==> src/rtl/core/dmxdim_pkg.sv <==
// Shared types, constants and the gamma table of the DMX dimmer and fan controller.
`default_nettype none

package dmxdim_pkg;

   // Default sizing of the frame and of the idle timeout.
   localparam int FRAME_BYTES_DEFAULT   = 514;
   localparam int TIMEOUT_TICKS_DEFAULT = 500;

   // Fixed widths of the state and of the ports.
   localparam int POSITION_WIDTH    = 10;
   localparam int IDLE_WIDTH        = 10;
   localparam int CHANNEL_COUNT     = 3;
   localparam int UNIVERSE_CHANNELS = 512;
   localparam int QUEUE_DEPTH       = 4;
   localparam int CSR_INDEX_WIDTH   = 3;
   localparam int CSR_DATA_WIDTH    = 16;

   // Input item kinds.
   typedef logic [1:0] kind_type;
   localparam kind_type KIND_BYTE  = 2'd0;
   localparam kind_type KIND_BREAK = 2'd1;
   localparam kind_type KIND_TICK  = 2'd2;

   // Result event codes.
   typedef logic event_type;
   localparam event_type EVENT_FRAME   = 1'b0;
   localparam event_type EVENT_TIMEOUT = 1'b1;

   // Configuration register indexes.
   typedef logic [CSR_INDEX_WIDTH-1:0] csr_index_type;
   localparam csr_index_type REG_START_ADDRESS     = 3'd0;
   localparam csr_index_type REG_DUTY_SCALE_FIRST  = 3'd1;
   localparam csr_index_type REG_DUTY_SCALE_SECOND = 3'd2;
   localparam csr_index_type REG_DUTY_SCALE_THIRD  = 3'd3;
   localparam csr_index_type REG_SMOOTHING_WEIGHT  = 3'd4;
   localparam csr_index_type REG_FAN_OFFSET        = 3'd5;
   localparam csr_index_type REG_FAN_OFF_BELOW     = 3'd6;
   localparam csr_index_type REG_FAN_CEILING       = 3'd7;

   // Configuration register reset values.
   localparam logic [8:0]  START_ADDRESS_RESET     = 9'd0;
   localparam logic [15:0] DUTY_SCALE_FIRST_RESET  = 16'd16384;
   localparam logic [15:0] DUTY_SCALE_SECOND_RESET = 16'd32768;
   localparam logic [15:0] DUTY_SCALE_THIRD_RESET  = 16'd29491;
   localparam logic [15:0] SMOOTHING_WEIGHT_RESET  = 16'd66;
   localparam logic [12:0] FAN_OFFSET_RESET        = 13'd2000;
   localparam logic [12:0] FAN_OFF_BELOW_RESET     = 13'd2500;
   localparam logic [12:0] FAN_CEILING_RESET       = 13'd4096;

   // Reciprocal of three for a 14-bit dividend: (x * 43691) >> 17 is exact.
   localparam logic [15:0] RECIP_THREE = 16'd43691;

   typedef logic [7:0] level_type;

   // Configuration as seen by the datapath.
   typedef struct packed {
      logic [8:0]             start_address;
      logic [2:0][15:0]       duty_scale;
      logic [15:0]            smoothing_weight;
      logic [12:0]            fan_offset;
      logic [12:0]            fan_off_below;
      logic [12:0]            fan_ceiling;
   } cfg_type;

   // Command handed from the front to the back through the queue.
   typedef struct packed {
      logic                   timeout;
      logic [2:0][7:0]        levels;
   } cmd_type;

   // Gamma correction table, 8-bit level to 16-bit drive.
   localparam logic [15:0] GAMMA_ROM [256] = '{
      16'd0, 16'd1, 16'd1, 16'd1, 16'd2, 16'd2, 16'd3, 16'd4,
      16'd5, 16'd7, 16'd9, 16'd11, 16'd14, 16'd17, 16'd20, 16'd25,
      16'd29, 16'd34, 16'd40, 16'd47, 16'd54, 16'd61, 16'd70, 16'd79,
      16'd89, 16'd99, 16'd111, 16'd123, 16'd136, 16'd150, 16'd165, 16'd180,
      16'd197, 16'd215, 16'd233, 16'd253, 16'd274, 16'd296, 16'd318, 16'd342,
      16'd367, 16'd394, 16'd421, 16'd450, 16'd479, 16'd511, 16'd543, 16'd576,
      16'd611, 16'd648, 16'd685, 16'd724, 16'd765, 16'd807, 16'd850, 16'd895,
      16'd941, 16'd989, 16'd1038, 16'd1089, 16'd1141, 16'd1195, 16'd1251, 16'd1308,
      16'd1367, 16'd1428, 16'd1490, 16'd1554, 16'd1620, 16'd1687, 16'd1757, 16'd1828,
      16'd1901, 16'd1976, 16'd2052, 16'd2131, 16'd2211, 16'd2294, 16'd2378, 16'd2464,
      16'd2553, 16'd2643, 16'd2735, 16'd2830, 16'd2926, 16'd3025, 16'd3125, 16'd3228,
      16'd3333, 16'd3440, 16'd3549, 16'd3661, 16'd3775, 16'd3891, 16'd4009, 16'd4129,
      16'd4252, 16'd4377, 16'd4505, 16'd4635, 16'd4767, 16'd4902, 16'd5039, 16'd5178,
      16'd5320, 16'd5465, 16'd5612, 16'd5761, 16'd5913, 16'd6068, 16'd6225, 16'd6384,
      16'd6547, 16'd6712, 16'd6879, 16'd7050, 16'd7223, 16'd7398, 16'd7577, 16'd7758,
      16'd7942, 16'd8128, 16'd8318, 16'd8510, 16'd8705, 16'd8903, 16'd9104, 16'd9308,
      16'd9515, 16'd9724, 16'd9937, 16'd10152, 16'd10371, 16'd10592, 16'd10817, 16'd11044,
      16'd11275, 16'd11508, 16'd11745, 16'd11985, 16'd12228, 16'd12474, 16'd12723, 16'd12976,
      16'd13231, 16'd13490, 16'd13752, 16'd14018, 16'd14286, 16'd14558, 16'd14833, 16'd15112,
      16'd15394, 16'd15679, 16'd15968, 16'd16260, 16'd16555, 16'd16854, 16'd17156, 16'd17462,
      16'd17771, 16'd18084, 16'd18400, 16'd18720, 16'd19043, 16'd19370, 16'd19701, 16'd20035,
      16'd20372, 16'd20714, 16'd21059, 16'd21407, 16'd21760, 16'd22116, 16'd22476, 16'd22839,
      16'd23206, 16'd23577, 16'd23952, 16'd24331, 16'd24714, 16'd25100, 16'd25490, 16'd25884,
      16'd26282, 16'd26684, 16'd27090, 16'd27500, 16'd27913, 16'd28331, 16'd28753, 16'd29178,
      16'd29608, 16'd30042, 16'd30480, 16'd30922, 16'd31368, 16'd31818, 16'd32272, 16'd32731,
      16'd33193, 16'd33660, 16'd34131, 16'd34606, 16'd35086, 16'd35569, 16'd36057, 16'd36550,
      16'd37046, 16'd37547, 16'd38052, 16'd38562, 16'd39076, 16'd39594, 16'd40117, 16'd40644,
      16'd41175, 16'd41711, 16'd42252, 16'd42796, 16'd43346, 16'd43900, 16'd44458, 16'd45021,
      16'd45589, 16'd46161, 16'd46738, 16'd47319, 16'd47905, 16'd48496, 16'd49091, 16'd49691,
      16'd50296, 16'd50905, 16'd51519, 16'd52138, 16'd52761, 16'd53390, 16'd54023, 16'd54661,
      16'd55304, 16'd55951, 16'd56604, 16'd57261, 16'd57923, 16'd58590, 16'd59262, 16'd59939,
      16'd60621, 16'd61308, 16'd62000, 16'd62697, 16'd63399, 16'd64106, 16'd64818, 16'd65535
   };

endpackage

`default_nettype wire

==> src/rtl/core/dmxdim_if.sv <==
// Valid/ready channel interfaces for input items and result items.
`default_nettype none

interface dmxdim_req_if;
   logic                 valid;
   logic                 ready;
   dmxdim_pkg::kind_type kind;
   logic [7:0]           data_byte;

   modport source (output valid, output kind, output data_byte, input ready);
   modport sink   (input valid, input kind, input data_byte, output ready);
endinterface

interface dmxdim_rsp_if;
   logic        valid;
   logic        ready;
   logic        event_res;
   logic [15:0] first_duty;
   logic [15:0] second_duty;
   logic [15:0] third_duty;
   logic [12:0] fan_compare;

   modport source (output valid, output event_res, output first_duty, output second_duty,
                   output third_duty, output fan_compare, input ready);
   modport sink   (input valid, input event_res, input first_duty, input second_duty,
                   input third_duty, input fan_compare, output ready);
endinterface

`default_nettype wire

==> src/rtl/core/dmx_rgb_dimmer_fan_control.sv <==
// Top level of the DMX512 RGB dimmer and fan controller.
//
//   Channel  Direction  Handshake          Carries
//   req_bus  in         valid/ready        kind, data_byte
//   rsp_bus  out        valid/ready        event_res, three duties, fan_compare
//   csr_*    in         write enable only  register index and write data
//
// One input item is accepted per cycle while the command queue has room.
// A break or an expiring tick has its result valid once its command has passed the queue:
// the queue entry is written at the accepting edge and four pipeline stages follow
// (gamma, duty and average, fan smoothing, limiting and result register).
// Reset is synchronous; it clears the frame state, the fan level and the queue,
// and loads the register defaults. A stalled result holds the whole back end,
// and the front keeps accepting bytes and ticks until the queue fills.
`default_nettype none

module dmx_rgb_dimmer_fan_control #(
   parameter int FRAME_BYTES   = dmxdim_pkg::FRAME_BYTES_DEFAULT,
   parameter int TIMEOUT_TICKS = dmxdim_pkg::TIMEOUT_TICKS_DEFAULT
) (
   input  wire logic                                       clock,
   input  wire logic                                       reset,
   dmxdim_req_if.sink                                      req_bus,
   dmxdim_rsp_if.source                                    rsp_bus,
   input  wire logic                                       csr_write_enable,
   input  wire dmxdim_pkg::csr_index_type                  csr_index,
   input  wire logic [dmxdim_pkg::CSR_DATA_WIDTH-1:0]      csr_write_data
);
   import dmxdim_pkg::*;

   cfg_type cfg_ff;
   logic    push;
   cmd_type push_cmd;
   logic    queue_full;
   logic    queue_empty;
   logic    pop;
   cmd_type head_cmd;

   // Configuration registers.
   always_ff @(posedge clock) begin
      if (reset) begin
         cfg_ff.start_address    <= START_ADDRESS_RESET;
         cfg_ff.duty_scale[0]    <= DUTY_SCALE_FIRST_RESET;
         cfg_ff.duty_scale[1]    <= DUTY_SCALE_SECOND_RESET;
         cfg_ff.duty_scale[2]    <= DUTY_SCALE_THIRD_RESET;
         cfg_ff.smoothing_weight <= SMOOTHING_WEIGHT_RESET;
         cfg_ff.fan_offset       <= FAN_OFFSET_RESET;
         cfg_ff.fan_off_below    <= FAN_OFF_BELOW_RESET;
         cfg_ff.fan_ceiling      <= FAN_CEILING_RESET;
      end else if (csr_write_enable) begin
         case (csr_index)
            REG_START_ADDRESS:     cfg_ff.start_address    <= csr_write_data[8:0];
            REG_DUTY_SCALE_FIRST:  cfg_ff.duty_scale[0]    <= csr_write_data;
            REG_DUTY_SCALE_SECOND: cfg_ff.duty_scale[1]    <= csr_write_data;
            REG_DUTY_SCALE_THIRD:  cfg_ff.duty_scale[2]    <= csr_write_data;
            REG_SMOOTHING_WEIGHT:  cfg_ff.smoothing_weight <= csr_write_data;
            REG_FAN_OFFSET:        cfg_ff.fan_offset       <= csr_write_data[12:0];
            REG_FAN_OFF_BELOW:     cfg_ff.fan_off_below    <= csr_write_data[12:0];
            REG_FAN_CEILING:       cfg_ff.fan_ceiling      <= csr_write_data[12:0];
            default: begin
               cfg_ff.fan_ceiling <= cfg_ff.fan_ceiling;
            end
         endcase
      end
   end

   // Front end: frame capture and command issue.
   dmxdim_front #(
      .FRAME_BYTES   (FRAME_BYTES),
      .TIMEOUT_TICKS (TIMEOUT_TICKS)
   ) u_front (
      .clock         (clock),
      .reset         (reset),
      .req_bus       (req_bus),
      .start_address (cfg_ff.start_address),
      .push          (push),
      .push_cmd      (push_cmd),
      .queue_full    (queue_full)
   );

   // Command queue.
   dmxdim_queue u_queue (
      .clock    (clock),
      .reset    (reset),
      .push     (push),
      .push_cmd (push_cmd),
      .full     (queue_full),
      .pop      (pop),
      .empty    (queue_empty),
      .head_cmd (head_cmd)
   );

   // Back end: drive computation and result register.
   dmxdim_back u_back (
      .clock       (clock),
      .reset       (reset),
      .cfg         (cfg_ff),
      .queue_empty (queue_empty),
      .head_cmd    (head_cmd),
      .pop         (pop),
      .rsp_bus     (rsp_bus)
   );

endmodule

`default_nettype wire

==> src/rtl/core/dmxdim_queue.sv <==
// Short command queue between the frame front end and the drive back end.
`default_nettype none

module dmxdim_queue (
   input  wire logic                clock,
   input  wire logic                reset,
   input  wire logic                push,
   input  wire dmxdim_pkg::cmd_type push_cmd,
   output logic                     full,
   input  wire logic                pop,
   output logic                     empty,
   output dmxdim_pkg::cmd_type      head_cmd
);
   import dmxdim_pkg::*;

   localparam int PTR_WIDTH   = $clog2(QUEUE_DEPTH);
   localparam int COUNT_WIDTH = $clog2(QUEUE_DEPTH + 1);

   cmd_type                entry_ff [QUEUE_DEPTH];
   logic [PTR_WIDTH-1:0]   wr_ptr_ff, wr_ptr_in;
   logic [PTR_WIDTH-1:0]   rd_ptr_ff, rd_ptr_in;
   logic [COUNT_WIDTH-1:0] count_ff, count_in;
   logic                   do_push, do_pop;

   assign full     = (count_ff == COUNT_WIDTH'(QUEUE_DEPTH));
   assign empty    = (count_ff == '0);
   assign head_cmd = entry_ff[rd_ptr_ff];
   assign do_push  = push && !full;
   assign do_pop   = pop && !empty;

   // Pointer and fill count bookkeeping.
   always_comb begin
      wr_ptr_in = wr_ptr_ff;
      rd_ptr_in = rd_ptr_ff;
      count_in  = count_ff;
      if (do_push) begin
         wr_ptr_in = (wr_ptr_ff == PTR_WIDTH'(QUEUE_DEPTH - 1)) ? '0 : wr_ptr_ff + 1'b1;
      end
      if (do_pop) begin
         rd_ptr_in = (rd_ptr_ff == PTR_WIDTH'(QUEUE_DEPTH - 1)) ? '0 : rd_ptr_ff + 1'b1;
      end
      if (do_push && !do_pop) begin
         count_in = count_ff + 1'b1;
      end else if (do_pop && !do_push) begin
         count_in = count_ff - 1'b1;
      end
   end

   always_ff @(posedge clock) begin
      if (reset) begin
         wr_ptr_ff <= '0;
         rd_ptr_ff <= '0;
         count_ff  <= '0;
      end else begin
         wr_ptr_ff <= wr_ptr_in;
         rd_ptr_ff <= rd_ptr_in;
         count_ff  <= count_in;
      end
   end

   // Entry storage carries no reset.
   always_ff @(posedge clock) begin
      if (do_push) begin
         entry_ff[wr_ptr_ff] <= push_cmd;
      end
   end

   // The fill count never passes the depth.
   a_count_bound: assert property (@(posedge clock) disable iff (reset)
      count_ff <= COUNT_WIDTH'(QUEUE_DEPTH))
      else $error("queue fill count exceeds depth");

   // A push with no pop grows the count by one.
   a_count_push: assert property (@(posedge clock) disable iff (reset)
      (do_push && !do_pop) |=> (count_ff == $past(count_ff) + 1'b1))
      else $error("queue count did not follow a push");

endmodule

`default_nettype wire

==> src/rtl/core/dmxdim_front.sv <==
// Front end: takes bytes, breaks and ticks, captures channels and issues frame and timeout commands.
`default_nettype none

module dmxdim_front #(
   parameter int FRAME_BYTES   = dmxdim_pkg::FRAME_BYTES_DEFAULT,
   parameter int TIMEOUT_TICKS = dmxdim_pkg::TIMEOUT_TICKS_DEFAULT
) (
   input  wire logic                clock,
   input  wire logic                reset,
   dmxdim_req_if.sink               req_bus,
   input  wire logic [8:0]          start_address,
   output logic                     push,
   output dmxdim_pkg::cmd_type      push_cmd,
   input  wire logic                queue_full
);
   import dmxdim_pkg::*;

   logic [POSITION_WIDTH-1:0] pos_ff, pos_in;
   logic [IDLE_WIDTH-1:0]     idle_ff, idle_in;
   level_type                 level_ff [CHANNEL_COUNT];
   level_type                 level_in [CHANNEL_COUNT];
   logic                      accept;
   logic                      in_frame;
   logic [POSITION_WIDTH-1:0] channel;
   logic [POSITION_WIDTH-1:0] offset;
   logic                      captured;
   logic                      timed_out;

   assign req_bus.ready = !queue_full;
   assign accept        = req_bus.valid && req_bus.ready;

   // Byte position decode for channel capture.
   assign in_frame  = ({1'b0, pos_ff} < (POSITION_WIDTH + 1)'(FRAME_BYTES));
   assign channel   = pos_ff - 1'b1;
   assign offset    = channel - {1'b0, start_address};
   assign captured  = in_frame && (pos_ff != '0) && (channel >= {1'b0, start_address})
                      && (offset < POSITION_WIDTH'(CHANNEL_COUNT));
   assign timed_out = (idle_ff >= IDLE_WIDTH'(TIMEOUT_TICKS));

   // Next state and command for each kind of item.
   always_comb begin
      pos_in   = pos_ff;
      idle_in  = idle_ff;
      level_in = level_ff;
      push     = 1'b0;
      push_cmd.timeout = 1'b0;
      for (int k = 0; k < CHANNEL_COUNT; k++) begin
         // Channels beyond the universe drive as level zero.
         push_cmd.levels[k] = (({1'b0, start_address} + POSITION_WIDTH'(k))
                               < POSITION_WIDTH'(UNIVERSE_CHANNELS)) ? level_ff[k] : '0;
      end
      if (accept) begin
         case (req_bus.kind)
            KIND_BYTE: begin
               if (captured) begin
                  level_in[offset[1:0]] = req_bus.data_byte;
               end
               if (in_frame && (pos_ff != '1)) begin
                  pos_in = pos_ff + 1'b1;
               end
            end
            KIND_BREAK: begin
               push    = 1'b1;
               pos_in  = '0;
               idle_in = '0;
            end
            KIND_TICK: begin
               if (timed_out) begin
                  push             = 1'b1;
                  push_cmd.timeout = 1'b1;
                  pos_in           = '0;
                  idle_in          = '0;
                  for (int k = 0; k < CHANNEL_COUNT; k++) begin
                     level_in[k] = '0;
                  end
               end else begin
                  idle_in = idle_ff + 1'b1;
               end
            end
            default: begin
               pos_in = pos_ff;
            end
         endcase
      end
   end

   always_ff @(posedge clock) begin
      if (reset) begin
         pos_ff  <= '0;
         idle_ff <= '0;
         for (int k = 0; k < CHANNEL_COUNT; k++) begin
            level_ff[k] <= '0;
         end
      end else begin
         pos_ff   <= pos_in;
         idle_ff  <= idle_in;
         level_ff <= level_in;
      end
   end

   // A break restarts both the byte position and the idle count.
   a_break_clears: assert property (@(posedge clock) disable iff (reset)
      (accept && (req_bus.kind == KIND_BREAK)) |=> ((pos_ff == '0) && (idle_ff == '0)))
      else $error("break did not clear frame position");

   // Only breaks and expiring ticks issue a command.
   a_push_source: assert property (@(posedge clock) disable iff (reset)
      push |-> (accept && ((req_bus.kind == KIND_BREAK) ||
                           ((req_bus.kind == KIND_TICK) && timed_out))))
      else $error("command issued without a break or timeout");

endmodule

`default_nettype wire

==> src/rtl/core/dmxdim_back.sv <==
// Back end: gamma lookup, duty scaling, fan smoothing and limiting, result register.
`default_nettype none

module dmxdim_back (
   input  wire logic                clock,
   input  wire logic                reset,
   input  wire dmxdim_pkg::cfg_type cfg,
   input  wire logic                queue_empty,
   input  wire dmxdim_pkg::cmd_type head_cmd,
   output logic                     pop,
   dmxdim_rsp_if.source             rsp_bus
);
   import dmxdim_pkg::*;

   // Global advance: the pipeline moves unless a held result is not taken.
   logic advance;

   // Stage A: gamma values.
   logic             a_valid_ff;
   logic             a_timeout_ff;
   logic [2:0][15:0] a_gamma_ff;

   // Stage B: scaled duties and the channel average.
   logic             b_valid_ff;
   logic             b_timeout_ff;
   logic [2:0][15:0] b_duty_ff;
   logic [11:0]      b_avg_ff;
   logic [17:0]      gamma_sum;
   logic [30:0]      avg_product;
   logic [2:0][31:0] duty_product;

   // Stage C: fan level update.
   logic               c_valid_ff;
   logic               c_timeout_ff;
   logic [2:0][15:0]   c_duty_ff;
   logic [15:0]        fan_level_ff, fan_level_in;
   logic signed [17:0] fan_diff;
   logic signed [34:0] fan_step;
   logic [18:0]        fan_mix;

   // Stage D: result register.
   logic        d_valid_ff;
   logic        d_event_ff;
   logic [2:0][15:0] d_duty_ff;
   logic [12:0] d_compare_ff, d_compare_in;
   logic [16:0] fan_sum;

   assign advance = !(d_valid_ff && !rsp_bus.ready);
   assign pop     = advance && !queue_empty;

   // Stage B arithmetic: duty products and sum / 48 as (sum >> 4) / 3.
   assign gamma_sum   = {2'b00, a_gamma_ff[0]} + {2'b00, a_gamma_ff[1]}
                        + {2'b00, a_gamma_ff[2]};
   assign avg_product = 31'(gamma_sum[17:4]) * 31'(RECIP_THREE);
   always_comb begin
      for (int k = 0; k < CHANNEL_COUNT; k++) begin
         duty_product[k] = 32'(a_gamma_ff[k]) * 32'(cfg.duty_scale[k]);
      end
   end

   // Stage C arithmetic: level + floor(w * (avg - level) / 65536).
   assign fan_diff = $signed({6'b000000, b_avg_ff}) - $signed({2'b00, fan_level_ff});
   assign fan_step = 35'($signed({1'b0, cfg.smoothing_weight})) * 35'(fan_diff);
   assign fan_mix  = {3'b000, fan_level_ff} + fan_step[34:16];
   assign fan_level_in = b_timeout_ff ? '0 : fan_mix[15:0];

   // Stage D: offset, cut-off first, then ceiling.
   assign fan_sum = {1'b0, fan_level_ff} + {4'b0000, cfg.fan_offset};
   always_comb begin
      if (fan_sum < {4'b0000, cfg.fan_off_below}) begin
         d_compare_in = '0;
      end else if (fan_sum > {4'b0000, cfg.fan_ceiling}) begin
         d_compare_in = cfg.fan_ceiling;
      end else begin
         d_compare_in = fan_sum[12:0];
      end
   end

   // Valid bits of all stages and the fan level.
   always_ff @(posedge clock) begin
      if (reset) begin
         a_valid_ff   <= 1'b0;
         b_valid_ff   <= 1'b0;
         c_valid_ff   <= 1'b0;
         d_valid_ff   <= 1'b0;
         fan_level_ff <= '0;
      end else if (advance) begin
         a_valid_ff <= pop;
         b_valid_ff <= a_valid_ff;
         c_valid_ff <= b_valid_ff;
         d_valid_ff <= c_valid_ff;
         if (b_valid_ff) begin
            fan_level_ff <= fan_level_in;
         end
      end
   end

   // Payload of all stages.
   always_ff @(posedge clock) begin
      if (advance) begin
         a_timeout_ff <= head_cmd.timeout;
         for (int k = 0; k < CHANNEL_COUNT; k++) begin
            a_gamma_ff[k] <= GAMMA_ROM[head_cmd.levels[k]];
            b_duty_ff[k]  <= duty_product[k][31:16];
         end
         b_timeout_ff <= a_timeout_ff;
         b_avg_ff     <= avg_product[28:17];
         c_timeout_ff <= b_timeout_ff;
         c_duty_ff    <= b_duty_ff;
         d_event_ff   <= c_timeout_ff ? EVENT_TIMEOUT : EVENT_FRAME;
         d_duty_ff    <= c_timeout_ff ? '0 : c_duty_ff;
         d_compare_ff <= c_timeout_ff ? '0 : d_compare_in;
      end
   end

   assign rsp_bus.valid       = d_valid_ff;
   assign rsp_bus.event_res   = d_event_ff;
   assign rsp_bus.first_duty  = d_duty_ff[0];
   assign rsp_bus.second_duty = d_duty_ff[1];
   assign rsp_bus.third_duty  = d_duty_ff[2];
   assign rsp_bus.fan_compare = d_compare_ff;

   // A timeout result carries all-zero drive values.
   a_timeout_zero: assert property (@(posedge clock) disable iff (reset)
      (rsp_bus.valid && (rsp_bus.event_res == EVENT_TIMEOUT)) |->
      ((rsp_bus.first_duty == '0) && (rsp_bus.second_duty == '0) &&
       (rsp_bus.third_duty == '0) && (rsp_bus.fan_compare == '0)))
      else $error("timeout result with nonzero drive values");

   // A timeout leaves the fan level cleared.
   a_timeout_fan: assert property (@(posedge clock) disable iff (reset)
      (advance && b_valid_ff && b_timeout_ff) |=> (fan_level_ff == '0))
      else $error("fan level not cleared on timeout");

endmodule

`default_nettype wire
==> src/flat_wrapper.sv <==
// flat-port wrapper written by rule: the top's interface ports become plain ports
module dmx_rgb_dimmer_fan_control_flat import dmxdim_pkg::*;
#(
   parameter int FRAME_BYTES   = dmxdim_pkg::FRAME_BYTES_DEFAULT,
   parameter int TIMEOUT_TICKS = dmxdim_pkg::TIMEOUT_TICKS_DEFAULT
)
  (clock, reset, csr_write_enable, csr_index, csr_write_data, req_bus_valid, req_bus_kind, req_bus_data_byte, req_bus_ready, rsp_bus_valid, rsp_bus_event_res, rsp_bus_first_duty, rsp_bus_second_duty, rsp_bus_third_duty, rsp_bus_fan_compare, rsp_bus_ready);
  dmxdim_req_if req_bus_i ();
  dmxdim_rsp_if rsp_bus_i ();
  input  wire logic clock;
  input  wire logic reset;
  input  wire logic csr_write_enable;
  input  wire dmxdim_pkg::csr_index_type csr_index;
  input  wire logic [dmxdim_pkg::CSR_DATA_WIDTH-1:0] csr_write_data;
  input wire logic [$bits(req_bus_i.valid)-1:0] req_bus_valid;
  input wire logic [$bits(req_bus_i.kind)-1:0] req_bus_kind;
  input wire logic [$bits(req_bus_i.data_byte)-1:0] req_bus_data_byte;
  output wire logic [$bits(req_bus_i.ready)-1:0] req_bus_ready;
  output wire logic [$bits(rsp_bus_i.valid)-1:0] rsp_bus_valid;
  output wire logic [$bits(rsp_bus_i.event_res)-1:0] rsp_bus_event_res;
  output wire logic [$bits(rsp_bus_i.first_duty)-1:0] rsp_bus_first_duty;
  output wire logic [$bits(rsp_bus_i.second_duty)-1:0] rsp_bus_second_duty;
  output wire logic [$bits(rsp_bus_i.third_duty)-1:0] rsp_bus_third_duty;
  output wire logic [$bits(rsp_bus_i.fan_compare)-1:0] rsp_bus_fan_compare;
  input wire logic [$bits(rsp_bus_i.ready)-1:0] rsp_bus_ready;
  assign req_bus_i.valid = req_bus_valid;
  assign req_bus_i.kind = req_bus_kind;
  assign req_bus_i.data_byte = req_bus_data_byte;
  assign req_bus_ready = req_bus_i.ready;
  assign rsp_bus_valid = rsp_bus_i.valid;
  assign rsp_bus_event_res = rsp_bus_i.event_res;
  assign rsp_bus_first_duty = rsp_bus_i.first_duty;
  assign rsp_bus_second_duty = rsp_bus_i.second_duty;
  assign rsp_bus_third_duty = rsp_bus_i.third_duty;
  assign rsp_bus_fan_compare = rsp_bus_i.fan_compare;
  assign rsp_bus_i.ready = rsp_bus_ready;
  dmx_rgb_dimmer_fan_control #(.FRAME_BYTES(FRAME_BYTES), .TIMEOUT_TICKS(TIMEOUT_TICKS)) u_core (.clock(clock), .reset(reset), .req_bus(req_bus_i), .rsp_bus(rsp_bus_i), .csr_write_enable(csr_write_enable), .csr_index(csr_index), .csr_write_data(csr_write_data));
endmodule
==> config.mk <==
export PLATFORM = sky130hd
export DESIGN_NAME = dmx_rgb_dimmer_fan_control_flat
export DESIGN_NICKNAME = d
export VERILOG_FILES = /design/src/rtl/core/dmxdim_pkg.sv /design/src/rtl/core/dmxdim_if.sv /design/src/rtl/core/dmx_rgb_dimmer_fan_control.sv /design/src/rtl/core/dmxdim_queue.sv /design/src/rtl/core/dmxdim_front.sv /design/src/rtl/core/dmxdim_back.sv /design/src/flat_wrapper.sv
export SDC_FILE = /design/constraint.sdc
export NUM_CORES = 2
export LEC_CHECK = 0
export BUFFER_PORTS_ARGS = -buffer_cell sky130_fd_sc_hd__buf_2
export CAP_MARGIN = 40
export CORE_AREA = 2 2 244 486
export CTS_CLUSTER_SIZE = 8
export DETAILED_ROUTE_END_ITERATION = 12
export DIE_AREA = 0 0 246 488
export GPL_TIMING_DRIVEN = 1
export PLACE_DENSITY = 0.87
export SYNTH_ARGS = -nofsm -noshare
export SYNTH_HDL_FRONTEND = slang
export SYNTH_SLANG_ARGS = --single-unit
export TNS_END_PERCENT = 30
==> constraint.sdc <==
create_clock -name clock -period 21.1 [get_ports clock]
set_input_delay 1.055 -clock clock [delete_from_list [all_inputs] [get_ports clock]]
set_output_delay 1.055 -clock clock [all_outputs]
set_load 0.005 [all_outputs]
Yosys cells after proc, flatten, opt, wreduce, memory -nomap -nowiden
Memories as Yosys holds them, arrays and structs flattened. A register that Yosys moved wholly into a read port is not among the register bits.
Index checks and enable logic that the tools add are counted.
Operators by class
  add/sub/neg operators: 15
  $mul: 5
  order comparisons: 11
  eq/ne operators: 16
  muxes and demuxes: 30
  bitwise operators: 5
  reduce and logical (&&, ||, !) cells: 42
Operators by type and width (count)
  multiplier 16 x 16 -> 32 bit: 3
  2-to-1 mux 24 bit: 2
  case mux 24 bit (2 select lines): 1
  multiplier 17 x 17 -> 32 bit: 1
  2-to-1 mux 8 bit: 4
  < comparator 10 bit, second input constant: 3
  2-to-1 mux 10 bit: 3
  case mux 10 bit (3 select lines): 1
  multiplier 14 x 16 -> 29 bit, second input constant: 1
  inverter 8 -> 9 bit: 3
  bitwise mux 24 bit: 1
  adder 10 x 1 -> 10 bit, second input constant: 2
  case mux 10 bit (2 select lines): 1
  AND reduction 2 bit: 10
  adder 17 x 16 -> 18 bit: 1
  adder 16 x 13 -> 17 bit: 1
  adder 16 x 16 -> 17 bit: 1
  greater-than comparator 17 x 13 -> 1 bit: 1
  < comparator 17 x 13 -> 1 bit: 1
  subtractor 12 x 16 -> 17 bit: 1
  adder 16 bit: 1
  demux 8 bit (select 2 bit): 1
  2-to-1 mux 16 bit: 1
  == test 3 bit, second input constant: 5
  other kinds (35): 74
Storage, ports and cells
  register bits: 356
  memory bits (writable): 100
  memory bits (read-only): 12288
  input port bits: 34
  logic and storage cells: 164
  memories: 4
Memories
  (name not given): words 256, bits a word 16, rd ports 1, clocked after Yosys merged registers in 1, wr ports 0, line dmxdim_back.sv:103  | a_gamma_ff[k] <= GAMMA_ROM[head_cmd.levels[k]];
  (name not given): words 256, bits a word 16, rd ports 1, clocked after Yosys merged registers in 1, wr ports 0, line dmxdim_back.sv:103
  (name not given): words 256, bits a word 16, rd ports 1, clocked after Yosys merged registers in 1, wr ports 0, line dmxdim_back.sv:103
  u_core.u_queue.entry_ff: words 4, bits a word 25, rd ports 1, clocked after Yosys merged registers in 1, wr ports 1, line dmxdim_queue.sv:19  | cmd_type entry_ff [QUEUE_DEPTH];

Longest topological paths before layout
  depth in word-level cells: 10
  depth in mapped cells: 45
  gate-level depth less buffers: 44

Cells and area by module
Synthesis repeated with hierarchy kept, for this count alone.
Unflattened totals
  cell total of the unflattened synthesis: 7981
  area, all modules: 70372.5 µm²
Modules (own cells, without submodules)
  dmxdim_back: instances 1, cells an instance 7042, area each 58904.0 µm²
  dmx_rgb_dimmer_fan_control: instances 1, cells an instance 413, area each 4473.0 µm²
  dmxdim_queue: instances 1, cells an instance 181, area each 4097.7 µm²
  dmxdim_front: instances 1, cells an instance 345, area each 2897.8 µm²

Worst setup path after synthesis
No wires, ideal clock.
  path type: register to register
  start: register u_core.u_back.fan_level_ff[1]
  end: register u_core.u_back.fan_level_ff[15]
  arrival: 9.193 ns
  data required time: 20.980 ns
  path slack: 11.788 ns
  stages on the path, launching flop included: 43
  path buffers: 1
  period minus slack after synthesis: 9.312 ns
  cell sequence: dfxtp_1 inv_1 ha_1 nor2b_1 o21ai_1 a21boi_1 o21ai_0 a21boi_1 o21ai_1 a21oi_1 o41ai_4 xnor2_1 clkbuf_1 nand2_1 fa_1 inv_1 fa_1 fa_1 [7 not listed] a21oi_1 o21bai_1 a21oi_1 o21ai_1 and2_1 o21a_1 nor3_1 nor2_1 ha_1 nand2_1 nor2_1 a211oi_1 o21a_1 o311ai_1 o31ai_1 xnor3_1 xnor2_1 a22o_1
Between the ends
  word-level cells in the longest chain between the ends: 4
Ends and longest elaborated chain
  start, declared: line dmxdim_back.sv:36  | logic [15:0] fan_level_ff, fan_level_in;
  start signal, assigned: line dmxdim_back.sv:93  | fan_level_ff <= fan_level_in;
  subtractor 12 x 16 -> 17 bit: line dmxdim_back.sv:62  | assign fan_diff = $signed({6'b000000, b_avg_ff}) - $signed({2'b00, fan_level_ff});
  multiplier 17 x 17 -> 32 bit: line dmxdim_back.sv:63  | assign fan_step = 35'($signed({1'b0, cfg.smoothing_weight})) * 35'(fan_diff);
  adder 16 bit (*): line dmxdim_back.sv:64  | assign fan_mix = {3'b000, fan_level_ff} + fan_step[34:16];
  2-to-1 mux 16 bit (*): line dmxdim_back.sv:65  | assign fan_level_in = b_timeout_ff ? '0 : fan_mix[15:0];
Every way passes the cells marked *; elsewhere a longest branch is shown, timed or not.
A chain may end at the register's enable or synchronous reset.

Worst setup path after layout
Same ends and word-level chain as after synthesis.

==> flow_summary.ini <==
[floorplanning]
die_h_um = 488
start_util_pct = 59.6
io_pins = 98
num_rows = 177
die_w_um = 246
dieArea_mm2 = 0.120
coreArea_mm2 = 0.116

[cells_and_area]
area_growth_pct = 5.93
final_cell_mix = nand2_1, inv_1, fa_1
nets = 9433
layout-drive-gt1-share_pct = 5.64
final_common_cell = nand2_1

[drt]
drt-pass1-iter-count = 7
wl_per_cell_um = 26.5
routed_wl_mm = 250
drtIter0Drc = 6263
dr_total_vias = 62437
ant_nets = 0
vias_per_cell = 6.62
post-route-drc-count = 0

[flow_run]
max_cap_violations = 0

[placement]
dp_hpwl_mm = 180
place_congestion = 1.07
place_ws_ps = 10520
port_buffers = 97

[setup_path]
r2r_start = u_core.u_back.fan_level_ff[1]
cpMostUsedCell = fa_1
crit_path_start_kind = flip-flop
r2r_setup_slack_ps = 10390
cpPeakStageDelay_ps = 580
required_ps = 21690
r2r_cells = 44
arrival_ps = 11290
r2r_end = u_core.u_back.fan_level_ff[15]
cp.buffers_inverters = 6
crit_family = adder cells
crit_type = flip-flop to flip-flop
crit_cells = 44
worst_path_max_delay_cell = fa_1
end_kind = flip-flop
cp_max_fo = 64

[grt]
grt-ovfl-total = 0
grt_pass1_wl_mm = 384
antenna_found_initial = 12
grt_usage_pct = 42.4
grt_max_degree = 71
grt_pass1_vias = 67729

[hold_path]
hold_class = flip-flop to flip-flop
hold-path-endpoint = u_core.u_back.c_duty_ff[17]
whs_path_depth = 0
hp-start = u_core.u_back.b_duty_ff[17]

[clocking]
cts.sinks = 506
cts_hold_buf = 0
postCtsSetupBuffers = 0
clk_latency_ps = 720
cts-resized-gates = 0
cts-htree-levels = 3
clockRootBuffer = clkbuf_16
cts_tree = yes
clock_path_buffers = 3
cts_buffers = 75
cts.clk_slew.worst_paths_ps = 80

[synth]
ys_warn_count = 0
ys_seq_elements = 506
synth_ff_type = edfxtp_1
synth_fp_nets = 9609
syn_avg_cell_area_um2 = 8.62
synth.largest_area_cell = fa_1
synth_edf_count = 321
yosysSeqAreaShare_pct = 19.3
synth_cell_types = 99
synth_area_leaders = fa_1, edfxtp_1, ha_1
async_flop_share_pct = 0
netlist.area_leader.share_pct = 24.9
syn_inst = 8042
netlist_area_mm2 = 0.0693

[sta]
finClkSkew_ps = 53.7
fin_tns_setup_ps = 0
tightest_slew_ps = 1040
worst_slack_ps = 10390
period_needed_ps = 10710
hold_ws_ps = 404
setup_viol = 0
hold_violations = 0
slew_violations = 0
fmax_mhz = 93.4
relSlewSlack_pct = 30.3
rsz0062_at_grt = false
finalCritPeriodShare_pct = 50.7

[status]
outcome = finished clean
==> worst max-delay path by stage <==
stage | startpoint | to | slack, ps
floorplan | u_core.u_back.fan_level_ff[1] | u_core.u_back.fan_level_ff[15] | 11790
global placement | u_core.u_back.fan_level_ff[1] | u_core.u_back.fan_level_ff[15] | 10750
detailed placement | u_core.u_back.fan_level_ff[1] | u_core.u_back.fan_level_ff[15] | 10520
CTS | u_core.u_back.fan_level_ff[1] | u_core.u_back.fan_level_ff[15] | 10490
global route | u_core.u_back.fan_level_ff[1] | u_core.u_back.fan_level_ff[15] | 9670
finish | u_core.u_back.fan_level_ff[1] | u_core.u_back.fan_level_ff[15] | 10390
==> cell usage after synthesis, types with 44 or more instances <==
cell type	number
a31oi_1	85
buf_2	92
fa_1	862
inv_1	1127
clkbuf_1	368
o311ai_0	52
xor2_1	57
a21oi_1	453
ha_1	671
a311oi_1	54
edfxtp_1	321
nor3_1	150
a211oi_1	70
nor2b_1	130
o211ai_1	81
o22ai_1	48
and2_1	362
nand2_1	1229
nand4_1	64
nor2_1	401
a21o_1	44
o21ai_0	252
nand3_1	190
dfxtp_1	185
xnor2_1	91
==> flip-flops by register name, indices dropped and copies added, names as in the netlist, 12 cells and up, named ones only <==
signal and cells:
u_core.u_back.rsp_bus.second_duty 16, u_core.u_front.level_ff 24, u_core.u_back.fan_level_ff 16, u_core.u_back.a_gamma_ff 48, u_core.u_back.b_duty_ff 48, u_core.u_back.c_duty_ff 48, u_core.u_back.b_avg_ff 12, u_core.u_back.rsp_bus.first_duty 16
u_core.u_back.rsp_bus.third_duty 16, u_core.cfg_ff 112, u_core.u_queue.entry_ff 100, u_core.u_back.rsp_bus.fan_compare 13
==> through the flow <==
| step | instance area [µm²] | utilization [%] | instances |
|---|---|---|---|
| after CTS | 73300 | 63.1 | 9424 |
| after detailed placement | 71100 | 61.1 | 9304 |
| after global routing | 73400 | 63.1 | 9430 |
| final | 73400 | 63.1 | 9434 |
| after global placement | 70600 | 60.8 | 9270 |
| after floorplan | 69300 | - | 8042 |
==> worst register-to-register path: cells and delay by family, from the launching register on <==
kind                       cells  cell delay [ps]
buffers and inverters          6             1160
and+or+nand+nor                9              940
AOI/OAI and AO/OA             17             3090
DFF                            1              510
adders and majority gates      9             3990
xor gates and xnor gates       3              930
==> logic make-up after synthesis <==
kind of cell | share of synthesized area [%]
simple gates | 18.2
buf+inv | 9.17
fa+ha+maj | 37.0
compound gates | 13.3
flops | 19.3
xor+xnor | 1.95
mux | 1.04
==> routing by layer <==
layer / track usage [%] / routed length, µm / vias to the layer above / share of wire (%)
met5: 0 / 161 / - / 0.064
met4: 41.4 / 29800 / 20 / 12
met3: 12.1 / 23900 / 1878 / 9.6
met2: 70.6 / 120000 / 4179 / 48
met1: 41.3 / 75500 / 30055 / 30
li1: - / - / 26305 / -
==> cell type report <==
class | instances | area, µm²
clock buffers | 113 | 2130
fillers | 9189 | 42900
well taps | 1521 | 1900
diodes | 4 | 10.0
flip-flops and latches | 506 | 13300
inverters | 1138 | 4280
clock inverters | 7 | 114
multi-input cells | 5886 | 49700
repair buffers | 259 | 1910
Power is left out: the tool's default activity adds up to more than one toggle a clock period on the data nets, which glitch-free logic cannot reach.
